--- config.mk ---
export PLATFORM = sky130hd
export DESIGN_NAME = mzsp_div
export DESIGN_NICKNAME = d
export VERILOG_FILES = /design/src/rtl/core/mzsp_pkg.sv /design/src/rtl/core/mzsp_div.sv
export SDC_FILE = /design/constraint.sdc
export NUM_CORES = 1
export LEC_CHECK = 0
export ABC_AREA = 1
export BUFFER_PORTS_ARGS = -buffer_cell sky130_fd_sc_hd__buf_2
export CORE_MARGIN = 2
export CORE_UTILIZATION = 53
export CTS_BUF_LIST = sky130_fd_sc_hd__clkbuf_8
export DETAILED_ROUTE_END_ITERATION = 8
export GPL_TIMING_DRIVEN = 0
export MAX_ROUTING_LAYER = met4
export PLACE_DENSITY = 0.82
export SYNTH_ARGS = -nofsm -noshare
export SYNTH_HDL_FRONTEND = slang
export SYNTH_SLANG_ARGS = --single-unit
--- constraint.sdc ---
create_clock -name clk_i -period 1.85 [get_ports clk_i]
set_input_delay 0.0925 -clock clk_i [delete_from_list [all_inputs] [get_ports clk_i]]
set_output_delay 0.0925 -clock clk_i [all_outputs]
set_load 0.005 [all_outputs]
--- src/rtl/core/mzsp_pkg.sv ---
// Shared types and constants of the multi-zone sample player.
package mzsp_pkg;

  // Request codes carried by req_type
  typedef enum logic [2:0] {
    REQ_WRITE_SAMPLE = 3'd0,
    REQ_WRITE_ZONE   = 3'd1,
    REQ_START_PITCH  = 3'd2,
    REQ_START_RATE   = 3'd3,
    REQ_STOP         = 3'd4,
    REQ_TICK         = 3'd5,
    REQ_NOP6         = 3'd6,
    REQ_NOP7         = 3'd7
  } req_e;

  // Sequencer states
  typedef enum logic [3:0] {
    ST_IDLE,
    ST_SRCH_RD,
    ST_SRCH_CMP,
    ST_DIV_GO,
    ST_DIV_WAIT,
    ST_TK_ZONE,
    ST_TK_POS,
    ST_TK_RDLO,
    ST_TK_RDUP,
    ST_TK_MUL,
    ST_TK_SUM,
    ST_FIN
  } state_e;

  // Configuration register indexes
  localparam logic CFG_LOOP_MODE  = 1'b0;
  localparam logic CFG_ZONE_COUNT = 1'b1;

  // Zone descriptor as stored in the zone memory
  typedef struct packed {
    logic [15:0] base;
    logic [16:0] length;
    logic [15:0] loop_pt;
    logic [23:0] pitch;
  } zone_t;

  localparam logic [24:0] SEARCH_BOUND = 25'd25600000;  // 100000 Hz in Q17.8
  localparam logic [23:0] RATE_MAX     = 24'hFFFFFF;
  localparam logic [23:0] RATE_ONE     = 24'h010000;

endpackage

--- src/rtl/core/mzsp_div.sv ---
// Radix-2 restoring divider: 40-bit dividend by 24-bit divisor, one bit a cycle.
module mzsp_div
  import mzsp_pkg::*;
(
  input  logic        clk_i,
  input  logic        rst_ni,
  input  logic        start_i,
  input  logic [39:0] dividend_i,
  input  logic [23:0] divisor_i,
  output logic        done_o,
  output logic [39:0] quotient_o
);

  logic [24:0] rem_q, rem_d;
  logic [39:0] quo_q, quo_d;
  logic [23:0] dvs_q;
  logic [5:0]  cnt_q, cnt_d;
  logic        busy_q, busy_d;
  logic        done_q, done_d;
  logic [25:0] trial;
  logic [24:0] shifted;

  // Shift one dividend bit in and try a subtract
  always_comb begin
    shifted = {rem_q[23:0], quo_q[39]};
    trial   = {1'b0, shifted} - {2'b0, dvs_q};
    rem_d   = rem_q;
    quo_d   = quo_q;
    cnt_d   = cnt_q;
    busy_d  = busy_q;
    done_d  = 1'b0;
    if (start_i) begin
      rem_d  = '0;
      quo_d  = dividend_i;
      cnt_d  = 6'd40;
      busy_d = 1'b1;
    end else if (busy_q) begin
      if (trial[25]) begin
        rem_d = shifted;
        quo_d = {quo_q[38:0], 1'b0};
      end else begin
        rem_d = trial[24:0];
        quo_d = {quo_q[38:0], 1'b1};
      end
      cnt_d = cnt_q - 6'd1;
      if (cnt_q == 6'd1) begin
        busy_d = 1'b0;
        done_d = 1'b1;
      end
    end
  end

  // Hold control under reset
  always_ff @(posedge clk_i or negedge rst_ni) begin
    if (!rst_ni) begin
      cnt_q  <= '0;
      busy_q <= 1'b0;
      done_q <= 1'b0;
    end else begin
      cnt_q  <= cnt_d;
      busy_q <= busy_d;
      done_q <= done_d;
    end
  end

  // Datapath registers
  always_ff @(posedge clk_i) begin
    rem_q <= rem_d;
    quo_q <= quo_d;
    if (start_i) begin
      dvs_q <= divisor_i;
    end
  end

  assign done_o     = done_q;
  assign quotient_o = quo_q;

endmodule

; Word level (Yosys, flattened, before mapping)
; Cells that the tools add are included.
[totals]
ff_bits = 96
latch_bits = 0
mem_bits_rw = 0
romBits = 0
out_inout_bits = 41
word_cells = 22
memories = 0
[classes]
n_addsub = 2
mul = 0
div = 0
order_cmp = 0
n_eq_ne = 1
shifts = 0
muxes = 12
n_bitwise = 0
n_reduce_logical = 1
[ops]
columns = operator, count
row1 = two-way mux 40 bit, 2
row2 = subtractor 25 x 24 -> 26 bit, 1
row3 = two-way mux 24 bit, 1
row4 = two-way mux 6 bit, 2
row5 = two-way mux 1 bit, 7
row6 = equality test 6 x 1 -> 1 bit (second input constant), 1
row7 = subtractor 6 x 1 -> 6 bit (second input constant), 1
row8 = nonzero test 2 bit, 1

; Depth between registers and ports, before layout
; Gate-level depths: netlist of run 1.
[logic_depth]
ltp_word = 4
depth_mapped = 15
ltp_nobuf = 15

; Worst setup path before layout of run 1
; Ideal clock, no wire load.
[synth_timing]
path_type = register to register
start = register busy_q
end = register quo_q[0], in the netlist quotient_o[0], enable pin
setup_ns = 0.608
arrival_time_ns = 1.418
t_required_ns = 1.242
path_slack_ns = -0.176
stages_incl_launch_ff = 3
n_path_buf = 0
period_less_slack_ns = 2.026
path_cell_list = dfrtp_1 nor2_1 clkinv_1
[synth_between]
elab_chain_cells = 1
[synth_lines]
columns = item, line
row1 = "start, declared", mzsp_div.sv:18  ; logic busy_q, busy_d;
row2 = "start signal, assigned", mzsp_div.sv:61  ; busy_q <= busy_d;
row3 = nonzero test 2 bit (no line), -
row4 = "end signal, assigned", mzsp_div.sv:69  ; quo_q <= quo_d;
row5 = "end, declared", mzsp_div.sv:15  ; logic [39:0] quo_q, quo_d;
; No other way between the ends.
; A chain may end at the register's enable or synchronous reset.

; Worst setup path in the final report of run 1
[layout_timing]
start = register rem_q[17]
end = register rem_q[19]
[layout_between]
elab_chain_cells = 2
[layout_lines]
columns = item, line
row1 = "start, declared", mzsp_div.sv:14  ; logic [24:0] rem_q, rem_d;
row2 = "start signal, assigned", mzsp_div.sv:68  ; rem_q <= rem_d;
row3 = subtractor 25 x 24 -> 26 bit, mzsp_div.sv:26  ; trial = {1'b0, shifted} - {2'b0, dvs_q};
row4 = two-way mux 24 bit, mzsp_div.sv:38  ; if (trial[25]) begin
; No other way between the ends.

==> summary.md, run 1 <==
| Metric | Value |
|---|---|
| CP Class | reg2reg |
| Final ANT Viol Nets | 0 |
| Clock Skew | 0.01629 ns |
| Min-delay worst type | in2reg |
| Antenna diodes | 0 |
| Worst EP required | 2.14 ns |
| Post-Synthesis Cell Area | 0.005934 sq mm |
| Filler Cells Inserted | 699 |
| Max-cap violations | 0 |
| Layout cells sized above 1 | 27.68% |
| Initial Utilization | 54.50% |
| Worst slew margin | 52.31% |
| Nets@finish | 1097 |
| Crit Path Max Fanout | 5 |
| PortBufs | 107 |
| Ys Warns | 0 |
| First-pass GRT wire length | 28030 microns |
| DIE AREA | 0.01206 sq mm |
| Setup TNS | -1.804 ns |
| Area contributors post-synth | edfxtp_1 (32%), nand2_1 (22%), dfxtp_1 (8.1%), inv_1 (8.0%), ha_1 (5.5%) |
| Post-place setup slack | -0.3375 ns |
| Site Rows | 38 |
| H-tree levels | 3 |
| RD Place Congestion | 0.9793 |
| Synth unique cells | 39 |
| Leak | 0.004211 uW |
| Final Cycle Share | 109.3% |
| GRT Residual Overflow | 0 |
| Final Max Tran Viols | 0 |
| Reg2reg setup slack | -0.17 ns |
| Cells after Synth | 799 |
| Startpoint Class | register |
| Routed len/inst | 15.75 microns |
| Final setup viols | 25 |
| Run status | finished with violations |
| Post-route DRC | 0 |
| IR drop worst, VDD | 0.0007149 V |
| Global Route Usage Sum | 31.22% |
| DIE WIDTH | 109.8 microns |
| Total wire length | 18080 microns |
| Via-per-instance ratio | 5.345 |
| CP arrival | 2.31 ns |
| CTS tree | built |
| Vias in the first global route | 6006 |
| Post-DP HPWL | 10680 microns |
| Setup ws final | -0.1715 ns |
| Worst Tran Pin Value | 0.7128 ns |
| RSZ-0062 raised after global routing | true |
| Min Clock Period, post-route | 2.022 ns |
| Clk sink count | 96 |
| Synth Net Count | 893 |
| Core area | 0.01089 sq mm |
| Synth Register Bits | 96 |
| Pwr/cell area | 1299 mW/mm^2 |
| First-pass detailed-route iteration total | 8 |
| Die Y | 109.8 microns |
| Mean Syn Cell Area | 7.427 sq um |
| CTS buffer count | 9 |
| Largest net degree at the start of global routing | 49 |
| Failing checks | setup timing |
| Layout Utilization | 75.81% |
| Post-synth top area cell | edfxtp_1 |
| Sequential area share after synthesis | 43.85% |
| Final Hold Viols | 0 |
| Root Driver | clkbuf_8 |
| CTS max path bufs | 2 |
| Initial antenna violation count | 0 |
| First DRT Iteration DRCs | 450 |
| Post-synth top area share | 32.38% |
| Setup crit end kind | register |
| Fmax | 0.4947 GHz |
| Clock Latency Late Sink | 0.39 ns |
| I/O pin cnt | 108 |
| Layout area overhead | 39.09% |
| CTS clk-pin slew, worst paths | 0.09 ns |
| Routed via count | 6136 |
timing repair:
action | in CTS | in global routing
pin swaps | 14 | 17
hold buffers | 62 | 0
hold endpoints to repair | 69 | 0
setup endpoints to repair | 25 | 68
gates cloned | 1 | 1
setup buffers | 17 | 5
resized for setup | 79 | 47
critical path, cell delays in order (launching register included):
cell	delay, ns
dfxtp_1	0.45
ha_4	0.26
nand2_1	0.07
nand2_1	0.08
nand2_2	0.09
nand2_2	0.05
nand2_1	0.05
nand2_1	0.07
a21oi_4	0.16
buf_6	0.15
buf_6	0.12
nand3_2	0.06
nand2_1	0.10
inv_1	0.09
nand2_1	0.07
nand2_1	0.05
Yosys cell counts (all sizes together):
cell type / instances
a21oi: 15
a31oi: 1
and2: 1
buf: 8
clkbuf: 11
clkinv: 2
dfrtp: 8
dfxtp: 24
edfxtp: 64
fa: 1
ha: 26
inv: 132
nand2: 359
nand3: 57
nand3b: 22
nand4: 6
nor2: 35
nor3: 3
nor4: 2
o21ai: 8
o21bai: 2
o22ai: 1
or2: 2
xnor2: 7
xor2: 2
final timing paths:
path                                start        endpoint  cells past startpoint
setup / recovery                rem_q[17]       rem_q[19]                     15
hold / removal             dividend_i[16]  quotient_o[16]                      3
setup reg to reg                rem_q[17]       rem_q[19]                     15
hold reg to reg                 rem_q[22]       rem_q[22]                      2
max in group asynchronous          rst_ni        cnt_q[4]                      2
min in group asynchronous          rst_ni          done_o                      2
layout by cell type, fill, tap and decap left out, types with 3 or more instances in the layout:
| cell | n |
|---|---|
| ha_4 | 22 |
| nand3b_1 | 21 |
| dlygate4sd3_1 | 62 |
| nand3_2 | 23 |
| nand3_1 | 34 |
| buf_4 | 18 |
| inv_2 | 19 |
| nor2_1 | 28 |
| nand4_1 | 6 |
| o21ai_1 | 4 |
| ha_1 | 4 |
| nand2_2 | 33 |
| clkbuf_8 | 9 |
| nor2_4 | 6 |
| nand2_4 | 9 |
| edfxtp_1 | 64 |
| buf_2 | 109 |
| buf_6 | 5 |
| o21ai_0 | 3 |
| buf_8 | 4 |
| nand2_1 | 315 |
| dfxtp_1 | 24 |
| a21oi_1 | 13 |
| clkbuf_1 | 10 |
| dfrtp_1 | 8 |
| xnor2_1 | 6 |
| inv_1 | 114 |
area by class of cell:
cell class	instances	area (sq um)	area share, %
Buffer	19	143.9	1.743
Inverter	134	505.5	6.124
Sequential cell	96	2603	31.53
Multi-Input combinational cell	550	3261	39.50
Clock buffer	9	123.9	1.501
Tap cell	140	175.2	2.122
Clock inverter	7	53.80	0.6518
Timing Repair Buffer	193	1389	16.83
stage by stage:
stage          instance area, sq um  cells  hold WS [ns]  power [uW]
3_3_place_gp                   6651   1046      -0.05354        7229
3_5_place_dp                   6651   1046      -0.05683        7309
2_1_floorplan                  5941    799       -0.2031        6281
5_1_grt                        8254   1148       0.01942       11370
4_1_cts                        8036   1142      0.004488        9867
6_report                       8254   1148       0.02624       10720
flip-flops by register name, indices dropped and copies added (netlist names):
register and count:
dvs_q 24, done_o 1, rem_q 24, cnt_q 6, quotient_o 40, busy_q 1
cells by family after synthesis:
group	after synthesis	share of synthesized area (%)
AND/OR/NAND/NOR	487	36.03
XOR/XNOR	9	1.328
buffers and inverters	153	10.31
flip-flops	96	43.85
AO/OA/AOI/OAI	27	2.657
adder cells (fa/ha/maj)	27	5.819
routing by layer:
metal / part of all wire [%] / up-vias / track usage, % / wire length (microns)
met2: 49 / 338 / 51.67 / 8847
met4: 3.2 / 0 / 14.83 / 587
met3: 7.9 / 64 / 5.453 / 1425
li1: - / 2898 / - / -
met5: 0 / - / - / 0
met1: 40 / 2836 / 36.87 / 7218
report_power, final:
group / total (uW) / switching [uW] / internal, uW / leakage (uW)
Sequential: 3080 / 378 / 2700 / 0.000967
Combinational: 6330 / 3500 / 2830 / 0.00315
Clock: 1310 / 811 / 503 / 0.0000933
Total: 10700 / 4690 / 6040 / 0.00421
Note: power is estimated with default switching activity, not from simulation.
==> run 2, diff against run 1 <==
- CELL_PAD_IN_SITES_DETAIL_PLACEMENT: unset -> 0
- CELL_PAD_IN_SITES_GLOBAL_PLACEMENT: unset -> 2
- CORE_UTILIZATION: 53 -> 30
- PLACE_DENSITY: 0.82 -> 0.81
==> run 2 against run 1 <==
- the run still ends with setup timing left
- clock power rose by 37%
- combinational power rose by 5.4%
- final cell count rose by 12%
- clock-buffer cell count did not move
- wire length fell by 0.48%
- critical path type unchanged
- critical endpoint is now quotient_o[0]
==> summary.md, run 2 (same netlist as run 1, synthesis figures left out) <==
| Metric | Value |
|---|---|
| DIE AREA | 0.02092 sq mm (was 0.01206 sq mm) |
| Clock Skew | 0.01195 ns (was 0.01629 ns) |
| Worst hold margin | 0.06146 ns (was 0.02624 ns) |
| Nets@finish | 1105 (was 1097) |
| Crit Path Max Fanout | 10 (was 5) |
| Largest register FFs | 40 (unchanged) |
| Clock Latency Late Sink | 0.39 ns (about the same) |
| PortBufs | 107 (unchanged) |
| CTS max path bufs | 2 (unchanged) |
| Dpl cell area | 0.006808 sq mm (was 0.006651 sq mm) |
| Site Rows | 51 (was 38) |
| Antenna diodes | 0 (unchanged) |
| Setup ws final | -0.08825 ns (was -0.1715 ns) |
| Worst Hold Depth | 3 (unchanged) |
| CTS tree | built (unchanged) |
| RD Place Congestion | 0.8624 (was 0.9793) |
| FF-to-FF End | quotient_o[0] (was rem_q[19]) |
| Total wire length | 17990 microns (was 18080 microns) |
| IR drop worst, VDD | 0.0005037 V (was 0.0007149 V) |
| Worst EP required | 1.99 ns (was 2.14 ns) |
| Leak | 0.004319 uW (was 0.004211 uW) |
| First DRT Iteration DRCs | 192 (was 450) |
| Final Non-Filler Cells | 1281 (was 1148) |
| Layout Utilization | 44.56% (was 75.81%) |
| Final Hold Viols | 0 (unchanged) |
| Via-per-instance ratio | 4.369 (was 5.345) |
| Root Driver | clkbuf_8 (unchanged) |
| Final ANT Viol Nets | 0 (unchanged) |
| Startpoint Class | register (unchanged) |
| CP Class | reg2reg (unchanged) |
| CP peak stage delay | 0.40 ns (was 0.45 ns) |
| Worst slew margin | 54.72% (was 52.31%) |
| Worst R2R Path Depth | 13 (was 15) |
| CTS buffer count | 9 (unchanged) |
| Placed insts | 1171 (was 1046) |
| Final Cycle Share | 104.8% (was 109.3%) |
| I/O pin cnt | 108 (unchanged) |
| CP arrival | 2.08 ns (was 2.31 ns) |
| Min Clock Period, post-route | 1.938 ns (was 2.022 ns) |
| Worst r2r src | dvs_q[12] (was rem_q[17]) |
| First-pass detailed-route iteration total | 4 (was 8) |
| Pwr/cell area | 1330 mW/mm^2 (was 1299 mW/mm^2) |
| Largest net degree at the start of global routing | 49 (unchanged) |
| Post-Layout Inst Area | 0.008673 sq mm (was 0.008254 sq mm) |
| Final setup viols | 23 (was 25) |
| Routed via count | 5597 (was 6136) |
| H-tree levels | 3 (unchanged) |
| Initial Utilization | 30.49% (was 54.50%) |
| Setup crit end kind | register (unchanged) |
| Post-route DRC | 0 (unchanged) |
| Total power | 11540 uW (was 10720 uW) |
| Min-delay worst type | in2reg (unchanged) |
| Initial antenna violation count | 0 (unchanged) |
| Die Y | 144.6 microns (was 109.8 microns) |
| Clk sink count | 96 (unchanged) |
| Most Frequent Cell on Critical Path | nand2_2 (was nand2_1) |
| Commonest non-fill, non-tap cells in the layout | nand2_1 (306), buf_2 (109), inv_1 (105) (was nand2_1 (315), inv_1 (114), buf_2 (109)) |
| Failing checks | setup timing (unchanged) |
| Layout area overhead | 46.15% (was 39.09%) |
| Core area | 0.01946 sq mm (was 0.01089 sq mm) |
| HP Start | dividend_i[0] (was dividend_i[16]) |
| Crit-path cells | inv_2 > ha_4 > nand2_2 > nand2_2 > clkinv_2 > nand2_2 > nand2_2 > nand2_4 > a21oi_4 > buf_12 > buf_6 > buf_8 > a31oi_1 (was ha_4 > nand2_1 > nand2_1 > nand2_2 > nand2_2 > nand2_1 > nand2_1 > a21oi_4 > buf_6 > buf_6 > nand3_2 > nand2_1 > inv_1 > nand2_1 > nand2_1) |
| GRT Residual Overflow | 0 (unchanged) |
| Slowest cell on crit path | edfxtp_1 (was dfxtp_1) |
| Max-cap violations | 0 (unchanged) |
| First-pass GRT wire length | 28210 microns (was 28030 microns) |
| Vias in the first global route | 5497 (was 6006) |
| Global Route Usage Sum | 18.22% (was 31.22%) |
| DIE WIDTH | 144.6 microns (was 109.8 microns) |
| RSZ-0062 raised after global routing | true (unchanged) |
| Worst Tran Pin Value | 0.6792 ns (was 0.7128 ns) |
| Worst hold path endpoint | quotient_o[0] (was quotient_o[16]) |
| Final Max Tran Viols | 0 (unchanged) |
| Fmax | 0.5159 GHz (was 0.4947 GHz) |
| Most common cell after layout, fill and taps aside | nand2_1 (unchanged) |
| Reg2reg setup slack | -0.09 ns (was -0.17 ns) |
| CTS clk-pin slew, worst paths | 0.10 ns (was 0.09 ns) |
| Routed len/inst | 14.05 microns (was 15.75 microns) |
| Post-DP HPWL | 12830 microns (was 10680 microns) |
| Run status | finished with violations (unchanged) |
| Layout cells sized above 1 | 31.00% (was 27.68%) |
-- run 2: cell count changes in the layout (fill, tap and decap cells not counted), sizes merged --
cell / before / now
inv: 137 / 135
buf: 138 / 144
bufinv: 0 / 3
dlygate4sd3: 62 / 64
clkinvlp: 1 / 0
-- run 2: worst max path at each step --
stage / from / slack, ns / endpoint / cells after the start
final: dvs_q[12] / -0.09 / quotient_o[0] / 13
after detailed placement: start_i / -0.51 / rem_q[20] / 7
after global routing: dvs_q[22] / -0.23 / rem_q[17] / 15
after CTS: dvs_q[22] / -0.1 / rem_q[17] / 15
after global placement: start_i / -0.44 / rem_q[17] / 7
after floorplan: quotient_o[39] / 0.008 / rem_q[12] / 15
-- run 2: per-stage QoR --
| stage | worst slack (ns) | setup TNS (ns) |
|---|---|---|
| 2_1_floorplan | 0.008242 | 0 |
| 3_3_place_gp | -0.4425 | -31.41 |
| 3_5_place_dp | -0.5059 | -35.28 |
| 4_1_cts | -0.09816 | -1.381 |
| 5_1_grt | -0.2345 | -4.181 |
| 6_report | -0.08825 | -1.135 |
-- run 2: where the power goes --
part	switching (uW)	internal (uW)	leakage, uW
sequential	374	2710	0.000968
clock	865	920	0.000128
combinational	3620	3050	0.00322
-- run 2: final cells by class --
type	instances	area, sq um
well taps	265	331.6
repair buffers	201	1475
fillers	1968	10790
clock buffers	9	123.9
inverters	134	509.2
plain buffers	19	137.6
flip-flops and latches	96	2606
clock inverters	7	126.4
multi-input cells	550	3363
-- run 2: layer usage --
metal | GRT usage (%) | vias to the layer above | wire, microns
met4 | 4.650 | 0 | 202
met1 | 22.96 | 2558 | 8326
met2 | 30.81 | 122 | 8625
met3 | 2.715 | 12 | 839
met5 | - | - | 0
li1 | - | 2905 | -
-- run 2: repair_timing --
| item | 4_1_cts | 5_1_grt |
|---|---|---|
| endpoints found under the hold margin | 71 | 0 |
| buffers inserted | 25 | 3 |
| pin swaps | 33 | 29 |
| endpoints found under the setup margin | 67 | 26 |
| hold buffers | 64 | 0 |
| resized for setup | 116 | 49 |
| cloned | 2 | 1 |
-- run 2: critical path, delay by kind of cell, from the launching register on --
family	cells	cell delay [ns]
buf+inv	5	0.50
flops	1	0.40
fa+ha+maj	1	0.22
simple gates	5	0.34
compound gates	2	0.24
==> run 3, diff against run 2 <==
- CELL_PAD_IN_SITES_DETAIL_PLACEMENT: 0 -> 1
- CELL_PAD_IN_SITES_GLOBAL_PLACEMENT: 2 -> 1
- CORE_UTILIZATION: 30 -> 38
==> run 3 against run 2 <==
- the flow still finishes with violations (setup timing)
- cell area decreased by 0.42%
- final cell count is 4.1% lower
- via count increased by 11%
- largest power group unchanged
- wire length grew 29%
- clock power shrank 15%
- critical endpoint is now rem_q[4]
- die area is 21% lower
==> summary.md, run 3 (same netlist as run 1, synthesis figures left out) <==
| Metric | Value |
|---|---|
| Root Driver | clkbuf_8 (unchanged) |
| Die Y | 129.0 microns (was 144.6 microns) |
| GRT Residual Overflow | 0 (unchanged) |
| Post-place setup slack | -0.4961 ns (was -0.5059 ns) |
| Leak | 0.004342 uW (was 0.004319 uW) |
| Worst EP required | 2.17 ns (was 1.99 ns) |
| Commonest non-fill, non-tap cells in the layout | nand2_1 (295), inv_1 (111), buf_2 (109) (was nand2_1 (306), buf_2 (109), inv_1 (105)) |
| Worst Setup SP | dvs_q[22] (was dvs_q[12]) |
| First DRT Iteration DRCs | 366 (was 192) |
| Setup ws final | -0.2104 ns (was -0.08825 ns) |
| CP peak stage delay | 0.41 ns (was 0.40 ns) |
| Worst slew margin | 52.60% (was 54.72%) |
| Slowest cell on crit path | edfxtp_1 (unchanged) |
| Min-delay worst type | in2reg (unchanged) |
| Routed via count | 6192 (was 5597) |
| CP Class | reg2reg (unchanged) |
| Filler Cells Inserted | 1844 (was 1968) |
| CTS buffer count | 9 (unchanged) |
| Nets@finish | 1106 (was 1105) |
| Final Hold Viols | 0 (unchanged) |
| Worst r2r src | dvs_q[22] (was dvs_q[12]) |
| Global Route Usage Sum | 28.09% (was 18.22%) |
| Initial Utilization | 38.89% (was 30.49%) |
| Post-DP HPWL | 13380 microns (was 12830 microns) |
| Clk sink count | 96 (unchanged) |
| Site Rows | 45 (was 51) |
| Post-route DRC | 0 (unchanged) |
| Final Cycle Share | 111.4% (was 104.8%) |
| Worst Setup EP | rem_q[4] (was quotient_o[0]) |
| Failing checks | setup timing (unchanged) |
| Clock Latency Late Sink | 0.40 ns (was 0.39 ns) |
| Worst hold margin | 0.08429 ns (was 0.06146 ns) |
| Initial antenna violation count | 0 (unchanged) |
| CP top delay family | simple AND/OR/NAND/NOR gates (was buffers and inverters) |
| HP Start | dividend_i[0] (unchanged) |
| CTS tree | built (unchanged) |
| Startpoint Class | register (unchanged) |
| Max-cap violations | 0 (unchanged) |
| DIE WIDTH | 129.0 microns (was 144.6 microns) |
| Most common cell after layout, fill and taps aside | nand2_1 (unchanged) |
| Layout cells sized above 1 | 31.56% (was 31.00%) |
| Largest net degree at the start of global routing | 49 (unchanged) |
| CTS max path bufs | 2 (unchanged) |
| First-pass GRT wire length | 34620 microns (was 28210 microns) |
| Min Clock Period, post-route | 2.060 ns (was 1.938 ns) |
| Worst Path Buf+Inv | 3 (was 5) |
| IR drop worst, VDD | 0.0006358 V (was 0.0005037 V) |
| Antenna diodes | 0 (unchanged) |
| Pwr/cell area | 1369 mW/mm^2 (was 1330 mW/mm^2) |
| Routed len/inst | 18.84 microns (was 14.05 microns) |
| CTS clk-pin slew, worst paths | 0.11 ns (was 0.10 ns) |
| Crit-path cells | inv_2 > ha_4 > a21oi_4 > nor2_1 > nor2_1 > nand2_2 > a21oi_4 > buf_12 > nand2_8 > buf_12 > nand2_4 > nand3_2 > o21ai_2 (was inv_2 > ha_4 > nand2_2 > nand2_2 > clkinv_2 > nand2_2 > nand2_2 > nand2_4 > a21oi_4 > buf_12 > buf_6 > buf_8 > a31oi_1) |
| Worst Tran Pin Value | 0.7110 ns (was 0.6792 ns) |
| Final Max Tran Viols | 0 (unchanged) |
| I/O pin cnt | 108 (unchanged) |
| FF-to-FF End | rem_q[4] (was quotient_o[0]) |
| Via-per-instance ratio | 5.042 (was 4.369) |
| Critical path depth | 13 (unchanged) |
| Run status | finished with violations (unchanged) |
| Crit Path Max Fanout | 6 (was 10) |
| Core area | 0.01526 sq mm (was 0.01946 sq mm) |
| Clock Skew | 0.01665 ns (was 0.01195 ns) |
| Setup crit end kind | register (unchanged) |
| PortBufs | 107 (unchanged) |
| Final ANT Viol Nets | 0 (unchanged) |
| Reg2reg setup slack | -0.21 ns (was -0.09 ns) |
| Worst R2R Path Depth | 13 (unchanged) |
| Fmax | 0.4853 GHz (was 0.5159 GHz) |
| Final Non-Filler Cells | 1228 (was 1281) |
| H-tree levels | 3 (unchanged) |
| Largest register FFs | 40 (unchanged) |
| RD Place Congestion | 0.8770 (was 0.8624) |
| Final setup viols | 25 (was 23) |
| Vias in the first global route | 6676 (was 5497) |
| First-pass detailed-route iteration total | 4 (unchanged) |
| CP arrival | 2.38 ns (was 2.08 ns) |
| Total wire length | 23140 microns (was 17990 microns) |
| Placed insts | 1117 (was 1171) |
| DIE AREA | 0.01663 sq mm (was 0.02092 sq mm) |
| RSZ-0062 raised after global routing | true (unchanged) |
| Layout area overhead | 45.54% (was 46.15%) |
==> run 3: changes by cell type in the layout (fill, tap and decap cells not counted), moves of 3 or more <==
cell,before,now
nor2_1,23,27
nand2_1,306,295
nand3_2,16,31
a21oi_2,3,0
a21oi_1,10,13
inv_1,105,111
nand3_1,37,23
dfxtp_1,21,24
dfxtp_2,3,0
nor2_2,6,3
nand2_2,37,47
inv_2,27,21
==> run 3: worst min-delay path by stage <==
stage                    end  depth (start not counted)
3_3_place_gp        cnt_q[0]                          1
3_5_place_dp          done_o                          1
2_1_floorplan         busy_q                          0
4_1_cts        quotient_o[0]                          3
6_report       quotient_o[0]                          3
5_1_grt        quotient_o[0]                          3
==> run 3: tightest hold or removal path, stage by stage <==
cell	delay (ns)
buf_2	0.07
nor2_1	0.04
a31oi_1	0.16
==> run 3: area by class of cell <==
class | count | area [sq um] | area share, %
Clock buffer | 9 | 123.9 | 1.434
Clock inverter | 7 | 76.32 | 0.8837
Tap cell | 211 | 264.0 | 3.057
Multi-Input combinational cell | 550 | 3421 | 39.61
Buffer | 19 | 143.9 | 1.666
Inverter | 134 | 510.5 | 5.910
Timing Repair Buffer | 202 | 1495 | 17.31
Sequential cell | 96 | 2603 | 30.13
==> run 3: what timing repair did <==
item / CTS / global route
endpoints found under the hold margin: 71 / 0
endpoints found under the setup margin: 67 / 26
hold buffers: 64 / 0
setup buffers: 16 / 11
pin swaps: 26 / 40
gates resized for setup: 90 / 82
cloned: 2 / 2
==> run 3: metrics by stage <==
stage               setup TNS [ns]  utilization [%]  cell area [sq um]  power (uW)
floorplan                        0                -               5941        6281
global placement            -24.98            44.17               6740        7381
detailed placement          -33.93            44.17               6740        7546
CTS                         -2.148            53.72               8197       10480
global route                -6.037            56.61               8637       12500
finish                      -4.319            56.61               8637       11820
==> run 3: power by group <==
part / switching (uW) / internal (uW) / total [uW]
clock: 890 / 641 / 1530
combinational: 4090 / 3100 / 7200
sequential: 399 / 2700 / 3100
==> run 3: per-layer routing <==
metal  wire (microns)  GRT usage [%]
met1             9357          31.43
met2            12110          49.86
met3             1000          5.031
met4              665          10.68
met5                0              -
